`src/hdl/aabe_pkg.sv`:
```
// Shared types, constants and arithmetic for the analog axis button event block.
`default_nettype none

package aabe_pkg;

	localparam int unsigned LEVEL_W = 10;
	localparam int unsigned MS_W    = 16;
	localparam int unsigned TIME_W  = 32;
	localparam int unsigned KIND_W  = 3;
	localparam int unsigned IDX_W   = 3;
	localparam int unsigned DATA_W  = 16;

	localparam logic [LEVEL_W-1:0] RST_UPPER  = 10'd700;
	localparam logic [LEVEL_W-1:0] RST_LOWER  = 10'd300;
	localparam logic [LEVEL_W-1:0] RST_REST   = 10'd512;
	localparam logic [MS_W-1:0]    RST_FIRST  = 16'd500;
	localparam logic [MS_W-1:0]    RST_REPEAT = 16'd100;

	// ceil(2^19 / 10): exact quotient for every dividend below 2^14
	localparam logic [15:0] RECIP_10 = 16'd52429;

	typedef enum logic [KIND_W-1:0] {
		EV_UP_PRESS   = 3'd0,
		EV_UP_HOLD    = 3'd1,
		EV_UP_RELEASE = 3'd2,
		EV_DN_PRESS   = 3'd3,
		EV_DN_HOLD    = 3'd4,
		EV_DN_RELEASE = 3'd5
	} ev_kind_t;

	typedef enum logic [IDX_W-1:0] {
		REG_UPPER  = 3'd0,
		REG_LOWER  = 3'd1,
		REG_REST   = 3'd2,
		REG_FIRST  = 3'd3,
		REG_REPEAT = 3'd4
	} cfg_reg_t;

	typedef struct packed {
		logic [LEVEL_W-1:0] upper;
		logic [LEVEL_W-1:0] lower;
		logic [MS_W-1:0]    first_hold;
		logic [MS_W-1:0]    repeat_hold;
	} cfg_t;

	// (9*old + sample) / 10, truncated, by reciprocal multiplication
	function automatic logic [LEVEL_W-1:0] filter_next(
		input logic [LEVEL_W-1:0] old,
		input logic [LEVEL_W-1:0] sample
	);
		logic [13:0] acc;
		logic [29:0] prod;
		acc  = {1'b0, old, 3'b000} + {4'b0000, old} + {4'b0000, sample};
		prod = {16'd0, acc} * {14'd0, RECIP_10};
		return prod[28:19];
	endfunction

endpackage

`default_nettype wire

```
`src/hdl/aabe_cfg_regs.sv`:
```
// Configuration register file holding thresholds and hold timings.
`default_nettype none

module aabe_cfg_regs (
	input  wire logic                       clk,
	input  wire logic                       arst_n,
	input  wire logic                       cfg_we,
	input  wire logic [aabe_pkg::IDX_W-1:0]  cfg_index,
	input  wire logic [aabe_pkg::DATA_W-1:0] cfg_data,
	output aabe_pkg::cfg_t                  cfg
);
	import aabe_pkg::*;

	cfg_t cfg_q;

	always_ff @(posedge clk or negedge arst_n) begin
		if (!arst_n) begin
			cfg_q.upper       <= RST_UPPER;
			cfg_q.lower       <= RST_LOWER;
			cfg_q.first_hold  <= RST_FIRST;
			cfg_q.repeat_hold <= RST_REPEAT;
		end else if (cfg_we) begin
			unique case (cfg_index)
				REG_UPPER:  cfg_q.upper       <= cfg_data[LEVEL_W-1:0];
				REG_LOWER:  cfg_q.lower       <= cfg_data[LEVEL_W-1:0];
				REG_FIRST:  cfg_q.first_hold  <= cfg_data[MS_W-1:0];
				REG_REPEAT: cfg_q.repeat_hold <= cfg_data[MS_W-1:0];
				// the filter preset lives with the filter itself
				default: ;
			endcase
		end
	end

	assign cfg = cfg_q;

endmodule

`default_nettype wire

```
`src/hdl/analog_axis_button_events.sv`:
```
// Top level: joystick axis filter with up/down press, hold-repeat and release events.
`default_nettype none

// One axis sample with its millisecond time enters per transaction and the
// block takes a new one in every cycle unless in_stall holds it. Each sample
// passes an input register, then the logic (divide-by-ten filter, threshold
// compares, 32-bit elapsed-time compare) that updates the filter and button
// state and loads the result register, from which an event is presented.
// Samples that cause no event produce no output transaction. Input stall rises
// only while a sample waits in the input register and the result register is
// full and stalled. Writing rest_level also presets the filter at once.
module analog_axis_button_events (
	input  wire logic                        clk,
	input  wire logic                        arst_n,
	input  wire logic                        cfg_we,
	input  wire logic [2:0]                  cfg_index,
	input  wire logic [15:0]                 cfg_data,
	input  wire logic                        in_valid,
	output      logic                        in_stall,
	input  wire logic [9:0]                  sample,
	input  wire logic [31:0]                 now_ms,
	output      logic                        out_valid,
	input  wire logic                        out_stall,
	output      logic [2:0]                  event_kind,
	output      logic [9:0]                  smoothed_level
);
	import aabe_pkg::*;

	cfg_t cfg;

	aabe_cfg_regs u_cfg (
		.clk       (clk),
		.arst_n    (arst_n),
		.cfg_we    (cfg_we),
		.cfg_index (cfg_index),
		.cfg_data  (cfg_data),
		.cfg       (cfg)
	);

	// input register
	logic                s1_valid_s1;
	logic [LEVEL_W-1:0]  sample_s1;
	logic [TIME_W-1:0]   now_s1;

	// button state
	logic [LEVEL_W-1:0]  filter_q;
	logic                engaged_q;
	logic                up_held_q;
	logic                down_held_q;
	logic [TIME_W-1:0]   last_event_q;
	logic                in_repeat_q;

	// result register
	logic                out_valid_q;
	ev_kind_t            kind_q;
	logic [LEVEL_W-1:0]  level_q;

	logic                res_free;
	logic                fire;
	logic                accept;

	logic [LEVEL_W-1:0]  level;
	logic                in_band;
	logic [TIME_W-1:0]   elapsed;
	logic [TIME_W-1:0]   interval;
	logic                emit;
	ev_kind_t            kind;
	logic                do_release;
	logic                do_press_up;
	logic                do_press_dn;
	logic                do_hold;

	assign res_free = !out_valid_q || !out_stall;
	assign fire     = s1_valid_s1 && res_free;
	assign in_stall = s1_valid_s1 && !res_free;
	assign accept   = in_valid && !in_stall;

	always_ff @(posedge clk or negedge arst_n) begin
		if (!arst_n) begin
			s1_valid_s1 <= 1'b0;
		end else if (accept) begin
			s1_valid_s1 <= 1'b1;
		end else if (fire) begin
			s1_valid_s1 <= 1'b0;
		end
	end

	always_ff @(posedge clk) begin
		if (accept) begin
			sample_s1 <= sample;
			now_s1    <= now_ms;
		end
	end

	always_comb begin
		level    = filter_next(filter_q, sample_s1);
		in_band  = (level > cfg.lower) && (level < cfg.upper);
		elapsed  = now_s1 - last_event_q;
		interval = in_repeat_q ? {16'd0, cfg.repeat_hold} : {16'd0, cfg.first_hold};

		do_release  = 1'b0;
		do_press_up = 1'b0;
		do_press_dn = 1'b0;
		do_hold     = 1'b0;
		priority if (in_band) begin
			do_release = 1'b1;
		end else if (!engaged_q) begin
			do_press_up = level > cfg.upper;
			do_press_dn = !(level > cfg.upper) && (level < cfg.lower);
		end else begin
			do_hold = (up_held_q || down_held_q) && (elapsed >= interval);
		end
	end

	always_comb begin
		emit = 1'b0;
		kind = EV_UP_PRESS;
		priority if (do_release) begin
			emit = engaged_q && (up_held_q || down_held_q);
			kind = up_held_q ? EV_UP_RELEASE : EV_DN_RELEASE;
		end else if (do_press_up) begin
			emit = 1'b1;
			kind = EV_UP_PRESS;
		end else if (do_press_dn) begin
			emit = 1'b1;
			kind = EV_DN_PRESS;
		end else if (do_hold) begin
			emit = 1'b1;
			kind = up_held_q ? EV_UP_HOLD : EV_DN_HOLD;
		end else begin
			emit = 1'b0;
		end
	end

	always_ff @(posedge clk or negedge arst_n) begin
		if (!arst_n) begin
			filter_q     <= RST_REST;
			engaged_q    <= 1'b0;
			up_held_q    <= 1'b0;
			down_held_q  <= 1'b0;
			last_event_q <= '0;
			in_repeat_q  <= 1'b0;
		end else if (cfg_we && (cfg_index == REG_REST)) begin
			// preset the filter; the user must change config only while idle, not enforced here
			filter_q <= cfg_data[LEVEL_W-1:0];
		end else if (fire) begin
			filter_q <= level;
			if (do_release) begin
				engaged_q   <= 1'b0;
				up_held_q   <= 1'b0;
				down_held_q <= 1'b0;
			end else if (do_press_up || do_press_dn) begin
				engaged_q    <= 1'b1;
				up_held_q    <= do_press_up;
				down_held_q  <= do_press_dn;
				last_event_q <= now_s1;
				in_repeat_q  <= 1'b0;
			end else if (do_hold) begin
				last_event_q <= now_s1;
				in_repeat_q  <= 1'b1;
			end
		end
	end

	always_ff @(posedge clk or negedge arst_n) begin
		if (!arst_n) begin
			out_valid_q <= 1'b0;
		end else if (fire) begin
			out_valid_q <= emit;
		end else if (!out_stall) begin
			out_valid_q <= 1'b0;
		end
	end

	always_ff @(posedge clk) begin
		if (fire) begin
			kind_q  <= kind;
			level_q <= level;
		end
	end

	assign out_valid      = out_valid_q;
	assign event_kind     = kind_q;
	assign smoothed_level = level_q;

`ifndef SYNTHESIS
	a_one_side: assert property (@(posedge clk) disable iff (!arst_n)
		!(up_held_q && down_held_q))
		else $error("up and down held together");

	a_held_engaged: assert property (@(posedge clk) disable iff (!arst_n)
		(up_held_q || down_held_q) |-> engaged_q)
		else $error("side held while not engaged");

	a_emit_shown: assert property (@(posedge clk) disable iff (!arst_n)
		(fire && emit) |=> out_valid)
		else $error("emitted event not presented");

	a_hold_repeat: assert property (@(posedge clk) disable iff (!arst_n)
		(fire && do_hold && !(cfg_we && (cfg_index == REG_REST))) |=> in_repeat_q)
		else $error("hold did not enter repeat phase");

	a_stall_busy: assert property (@(posedge clk) disable iff (!arst_n)
		in_stall |-> (s1_valid_s1 && out_valid_q))
		else $error("input stalled with free pipeline");
`endif

endmodule

`default_nettype wire
```
`config.mk`:
```
export PLATFORM = sky130hd
export DESIGN_NAME = analog_axis_button_events
export DESIGN_NICKNAME = d
export VERILOG_FILES = /design/src/hdl/aabe_pkg.sv /design/src/hdl/aabe_cfg_regs.sv /design/src/hdl/analog_axis_button_events.sv
export SDC_FILE = /design/constraint.sdc
export NUM_CORES = 1
export LEC_CHECK = 0
export BUFFER_PORTS_ARGS = -buffer_cell sky130_fd_sc_hd__buf_4
export CAP_MARGIN = 20
export CORE_ASPECT_RATIO = 2
export CORE_MARGIN = 10
export CORE_UTILIZATION = 44
export DETAILED_ROUTE_END_ITERATION = 8
export MAX_ROUTING_LAYER = met4
export SYNTH_ARGS = -nofsm -noshare
export SYNTH_HDL_FRONTEND = slang
export SYNTH_SLANG_ARGS = --single-unit
```
`constraint.sdc`:
```
create_clock -name clk -period 12.3 [get_ports clk]
set_clock_uncertainty 0.05 [all_clocks]
set_input_delay 1.23 -clock clk [delete_from_list [all_inputs] [get_ports clk]]
set_output_delay 1.23 -clock clk [all_outputs]
set_load 0.02 [all_outputs]
```
# [Word level (Yosys, flattened, before mapping)]
# Index checks and enable logic that the tools add are counted.
[totals] mem_count=0 latch_bits=0 reg_bits=155 romBits=0 mem_bits_rw=0 wordCells=93
[classes] eq_ne=5 n_shift=0 add_sub_neg=3 n_reduce_logical=27 n_mux=34 bitwise_logic=2 n_div=0 multipliers=1 magnitude_cmp=5
[op_table] operator="$mux W32" count=2
[op_table] operator="$ge A32 B16 Y1" count=1
[op_table] operator="$sub A32 B32 Y32" count=1
[op_table] operator="$mul A14 B16 Y29 const B" count=1
[op_table] operator="$mux W1" count=23
[op_table] operator="$gt A10 B10 Y1" count=2
[op_table] operator="$lt A10 B10 Y1" count=2
[op_table] operator="$mux W10" count=2
[op_table] operator="$mux W3" count=6
[op_table] operator="$mux W16" count=1
[op_table] operator="$add A13 B10 Y14" count=1
[op_table] operator="$add A14 B10 Y14" count=1
[op_table] operator="$logic_and A1 B1 Y1" count=8
[op_table] operator="$reduce_and A2 Y1" count=4
[op_table] operator="$reduce_bool A2 Y1" count=4
[op_table] operator="$eq A3 B2 Y1 const B" count=2
[op_table] operator="$logic_not A1 Y1" count=5
[op_table] operator="$reduce_and A4 Y1" count=1
[op_table] operator="$eq A3 B1 Y1 const B" count=1
[op_table] operator="$eq A3 B3 Y1 const B" count=1
[op_table] operator="$logic_not A3 Y1" count=1
[op_table] operator="$logic_or A1 B1 Y1" count=3
[op_table] operator="$reduce_and A3 Y1" count=1
[op_table] operator="$ne A2 B1 Y1 const B" count=1
[op_table] operator="$not A1 Y1" count=2

# [Longest topological paths before layout]
[logic_depth] depth_word=12 depth_mapped=43 ltp_nobuf=43

# [Cells and area by module]
# Synthesis repeated with hierarchy kept, for this count alone.
[unflattened] hier_cells=1347 hier_area_um2=13460.4
[modules_own_cells] mod="analog_axis_button_events" instances=1 cells_each=1234 area_per_inst_um2=11456.0
[modules_own_cells] mod="aabe_cfg_regs" instances=1 cells_each=113 area_per_inst_um2=2004.4

# [Worst setup path before layout]
# No wires, ideal clock.
[synth_timing] kind="reg2reg" startpoint="reg filter_q[0]" endpoint="reg last_event_q[10]" synth_period_minus_slack_ns=10.412 setup_ns=0.125 arrival_time_ns=10.236 required_time_ns=12.125 stages_incl_launch_ff=42 slack_ns=1.888 cell_sequence="dfrtp_1 > inv_1 > fa_1 > inv_1 > ha_1 > nor2b_1 > o21ai_0 > a21boi_0 > o21ai_0 > a21oi_1 > or2_2 > a21o_1 > a21oi_1 > a21oi_1 > a31oi_1 > o21ai_0 > fa_1 > inv_1 > [... 6 more ...] > inv_1 > ha_1 > nand4_1 > a2111oi_0 > o31a_1 > o41ai_1 > o21ai_0 > nor2_1 > xnor2_1 > ha_1 > a21o_1 > a21o_1 > a2111oi_0 > nor2b_1 > a21oi_1 > a211oi_4 > buf_6 > mux2_4"
[synth_via] elab_chain_cells=11 word_cells_on_any_way=21 cone_classes="2 x add/sub; 1 x mul; 4 x order compare; 7 x mux; 1 x bitwise; 6 x reduce/logical"
[synth_rtl] item="from (decl)" line="analog_axis_button_events.sv:46" text="logic [LEVEL_W-1:0] filter_q;"
[synth_rtl] item="from (signal assigned)" line="analog_axis_button_events.sv:145" text="filter_q <= cfg_data[LEVEL_W-1:0];"
[synth_rtl] item="from (signal assigned)" line="analog_axis_button_events.sv:147" text="filter_q <= level;"
[synth_rtl] item="$add A13 B10 Y14 *" line="aabe_pkg.sv:53" text="acc = {1'b0, old, 3'b000} + {4'b0000, old} + {4'b0000, sample};"
[synth_rtl] item="$add A14 B10 Y14 *" line="aabe_pkg.sv:53"
[synth_rtl] item="$mul A14 B16 Y29 *" line="aabe_pkg.sv:54" text="prod = {16'd0, acc} * {14'd0, RECIP_10};"
[synth_rtl] item="net level[7]" line="analog_axis_button_events.sv:62" text="logic [LEVEL_W-1:0] level;"
[synth_rtl] item="$gt A10 B10 Y1" line="analog_axis_button_events.sv:108, analog_axis_button_events.sv:109"
[synth_rtl] item="$logic_not A1 Y1" line="analog_axis_button_events.sv:109" text="do_press_dn = !(level > cfg.upper) && (level < cfg.lower);"
[synth_rtl] item="$logic_and A1 B1 Y1" line="analog_axis_button_events.sv:109"
[synth_rtl] item="$mux W1" line="analog_axis_button_events.sv:107" text="end else if (!engaged_q) begin"
[synth_rtl] item="$mux W1" line="analog_axis_button_events.sv:105" text="priority if (in_band) begin"
[synth_rtl] item="$logic_or A1 B1 Y1" line="analog_axis_button_events.sv:152" text="end else if (do_press_up || do_press_dn) begin"
[synth_rtl] item="$reduce_bool A2 Y1 (no line)"
[synth_rtl] item="$reduce_and A4 Y1 (no line)"
[synth_rtl] item="to (signal assigned)" line="analog_axis_button_events.sv:156" text="last_event_q <= now_s1;"
[synth_rtl] item="to (signal assigned)" line="analog_axis_button_events.sv:159" text="last_event_q <= now_s1;"
[synth_rtl] item="to (decl)" line="analog_axis_button_events.sv:50" text="logic [TIME_W-1:0] last_event_q;"
# The timed path passes the listed nets; every way through them passes the cells marked *.
# A chain may end at the register's enable or synchronous reset.

# [Worst setup path after layout]
[layout_timing] startpoint="reg filter_q[0]" endpoint="reg last_event_q[0]"
# Same word-level chain as after synthesis.

==> impl_metrics.tcl <==
set metrics [dict create \
    status "finished clean" \
    finalHoldViolCount 0 \
    die_w_um 140 \
    multi_input_area_mm2 0.00763 \
    fill_cells 2615 \
    hp-class "reg2reg" \
    dp_hpwl_mm 26.8 \
    gr-total-overflow 0 \
    core-area_mm2 0.0282 \
    synth.distinct_cells 78 \
    antenna_found_initial 0 \
    clk_latency_ps 450 \
    dr.first_iter.drc_count 281 \
    critPathKind "reg2reg" \
    worstPathArrival_ps 11680 \
    vias_per_cell 5.43 \
    synth-edff-count 55 \
    dieArea_mm2 0.0361 \
    synthesis.instances 1197 \
    fp-row-count 87 \
    firstDrtPassIters 6 \
    cp.required_ps 12580 \
    period_minus_slack_ps 11400 \
    grt_pass1_wl_mm 51.1 \
    cts_hold_buf 0 \
    critPathMaxStageDelay_ps 590 \
    tightestPinTransition_ps 995 \
    io_pins 81 \
    synth_nets 1504 \
    synth_top_area_share_pct 17.8 \
    timing.final.crit_share_pct 92.7 \
    yosysSeqAreaShare_pct 33.3 \
    cap_violations 0 \
    synth-simple-area-share_pct 8.83 \
    io_buffers 80 \
    clkSinkCount 155 \
    synthXorXnorAreaFrac_pct 3.07 \
    synth_compound_area_share_pct 12.7 \
    start_util_pct 44.6 \
    synth_top_family_by_area "adder cells" \
    start_kind "flip-flop" \
    ant_nets 0 \
    synth_mux_area_share_pct 8.17 \
    timing.fmax_mhz 87.7 \
    cts_buffers 17 \
    rsz0062_at_grt "false" \
    clock-root-buffer "clkbuf_16" \
    drc_errors 0 \
    relSlewSlack_pct 33.5 \
    grt_pass1_vias 9803 \
    final_nets 1586 \
    ys_ff_latch 155 \
    synth-main-ff-cell "dfrtp_1" \
    clk_pin_slew_ps 60 \
    synth_fa_ha_area_share_pct 27.7 \
    syn_area_per_cell_um2 10.5 \
    setup_tns_ps 0 \
    grt_start_max_net_pins 62 \
    wl_per_cell_um 19.6 \
    final-seq-area_mm2 0.00418 \
    synth_area_mm2 0.0126 \
    track_usage_pct 18.6 \
    cts_tree "done" \
    ys_top_cells_by_area "ha_1 (18%), dfrtp_1 (16%), edfxtp_1 (13%)" \
    async_reset_ff_share_pct 64.5 \
    die_h_um 259 \
    dr_total_vias 8945 \
    wirelength_mm 32.2 \
    diodes 0 \
    cp-end-kind "flip-flop" \
    synth_top_cell_by_area "ha_1" \
    cts_setup_buffers 0 \
    crit_fanout 32 \
    timing.final.max_slew_violations 0 \
    setup_violations 0 \
    clockBufferDepth 2 \
    reg2reg_slack_ps 900 \
    synth_warnings 0 \
    drive_above_1_share_pct 17.7 \
    syn2layout_area_growth_pct 13.5 \
    crit_slowest_cell "fa_1" \
    h-tree-depth 4 \
    place_congestion 0.936 \
]
logic make-up (layout without fill, tap and decap cells):
| group | after synthesis | count (layout) |
|---|---|---|
| compound gates | 242 | 242 |
| xor+xnor | 44 | 44 |
| fa+ha+maj | 241 | 241 |
| buf+inv | 204 | 299 |
| flops | 155 | 155 |
| mux | 83 | 83 |
| simple gates | 228 | 228 |
what timing repair did:
| action | in CTS | in global routing |
|---|---|---|
| hold endpoints to repair | 0 | 0 |
| setup endpoints to repair | 0 | 32 |
| resized for setup | 0 | 3 |
cell usage in the layout, fill, tap and decap left out, drive strengths merged, types with 10 or more instances in the layout:
cell	instances
inv	177
o21a	12
mux2	67
nand2	65
xor2	10
nor2	58
nor3	20
nand2b	12
xnor2	34
ha	179
dfstp	20
a21oi	61
buf	91
o21ai	63
mux2i	16
fa	62
a31oi	12
edfxtp	55
dfrtp	80
clkbuf	23
nand4	11
nand3	18
a21o	23
synthesized netlist by cell type (3+ instances only):
master / instances
ha_1: 179
nand2_1: 65
nand2b_1: 11
or2_2: 4
o21ai_1: 5
and3_1: 6
xor2_1: 10
nor2_1: 58
edfxtp_1: 55
a211o_1: 4
o21a_1: 12
nor2b_1: 8
or3_1: 6
mux2_4: 30
nand3_1: 18
o211ai_1: 5
a211oi_1: 7
o21bai_1: 3
xnor2_1: 34
nand4_1: 11
and2_1: 5
o31ai_1: 5
buf_6: 3
a21oi_1: 60
nor3b_1: 3
nor3_1: 19
clkbuf_1: 23
mux2i_1: 16
a2111oi_0: 7
o22ai_1: 5
fa_1: 62
inv_1: 176
o21ai_0: 58
a31oi_1: 12
dfstp_2: 20
a21o_1: 23
mux2_2: 37
dfrtp_1: 80
and3b_1: 3
layer usage:
layer / GRT usage, % / part of all wire, %
met5: - / 0
met4: 9.81 / 4.9
met3: 2.36 / 2.0
met2: 37.5 / 60
met1: 15.9 / 33
through the flow:
step	instance area (um2)	util (%)	hold slack [ps]	cells	worst slack (ps)
4_1_cts	14200	50.5	456	1647	456
6_report	14300	50.6	454	1648	900
3_3_place_gp	13600	48.2	433	1615	802
2_1_floorplan	12600	-	425	1197	1890
3_5_place_dp	13600	48.2	442	1615	469
5_1_grt	14300	50.6	470	1648	46.6
registers in the layout, summed over array words and instances, names as in the netlist, 3 cells and up:
| signal | cells |
|---|---|
| last_event_q | 32 |
| event_kind | 3 |
| now_s1 | 32 |
| sample_s1 | 10 |
| filter_q | 10 |
| smoothed_level | 10 |
| u_cfg.cfg | 52 |
critical path: cells and delay by family (launching register included):
| family | cells | cell delay, ps |
|---|---|---|
| and+or+nand+nor | 5 | 970 |
| muxes | 1 | 370 |
| adders and majority gates | 9 | 4100 |
| DFF | 1 | 370 |
| AOI/OAI and AO/OA | 18 | 4420 |
| xor gates and xnor gates | 1 | 330 |
| buffers and inverters | 7 | 650 |
worst paths after layout:
path	end	start	cells past startpoint
max in group asynchronous	filter_q[8]$_DFFE_PN0P_	arst_n	2
hold / removal	u_cfg.cfg[27]$_DFFE_PN0P_	u_cfg.cfg[27]$_DFFE_PN0P_	1
setup reg to reg	last_event_q[0]$_DFFE_PN0P_	filter_q[0]$_DFFE_PN0P_	41
hold reg to reg	u_cfg.cfg[27]$_DFFE_PN0P_	u_cfg.cfg[27]$_DFFE_PN0P_	1
setup / recovery	last_event_q[0]$_DFFE_PN0P_	filter_q[0]$_DFFE_PN0P_	41
min in group asynchronous	last_event_q[9]$_DFFE_PN0P_	arst_n	1
cell type report:
cell class                 count  share of cell area [%]
multi-input combinational    838                    53.5
sequential                   155                    29.3
timing repair buffer          91                    4.97
inverter                     176                    4.63
clock buffer                  23                    3.81
tap                          356                    3.12
clock inverter                 9                   0.667
Power is not shown: default switching activity piles up to over one toggle a cycle in this logic, so the estimate is an artifact.
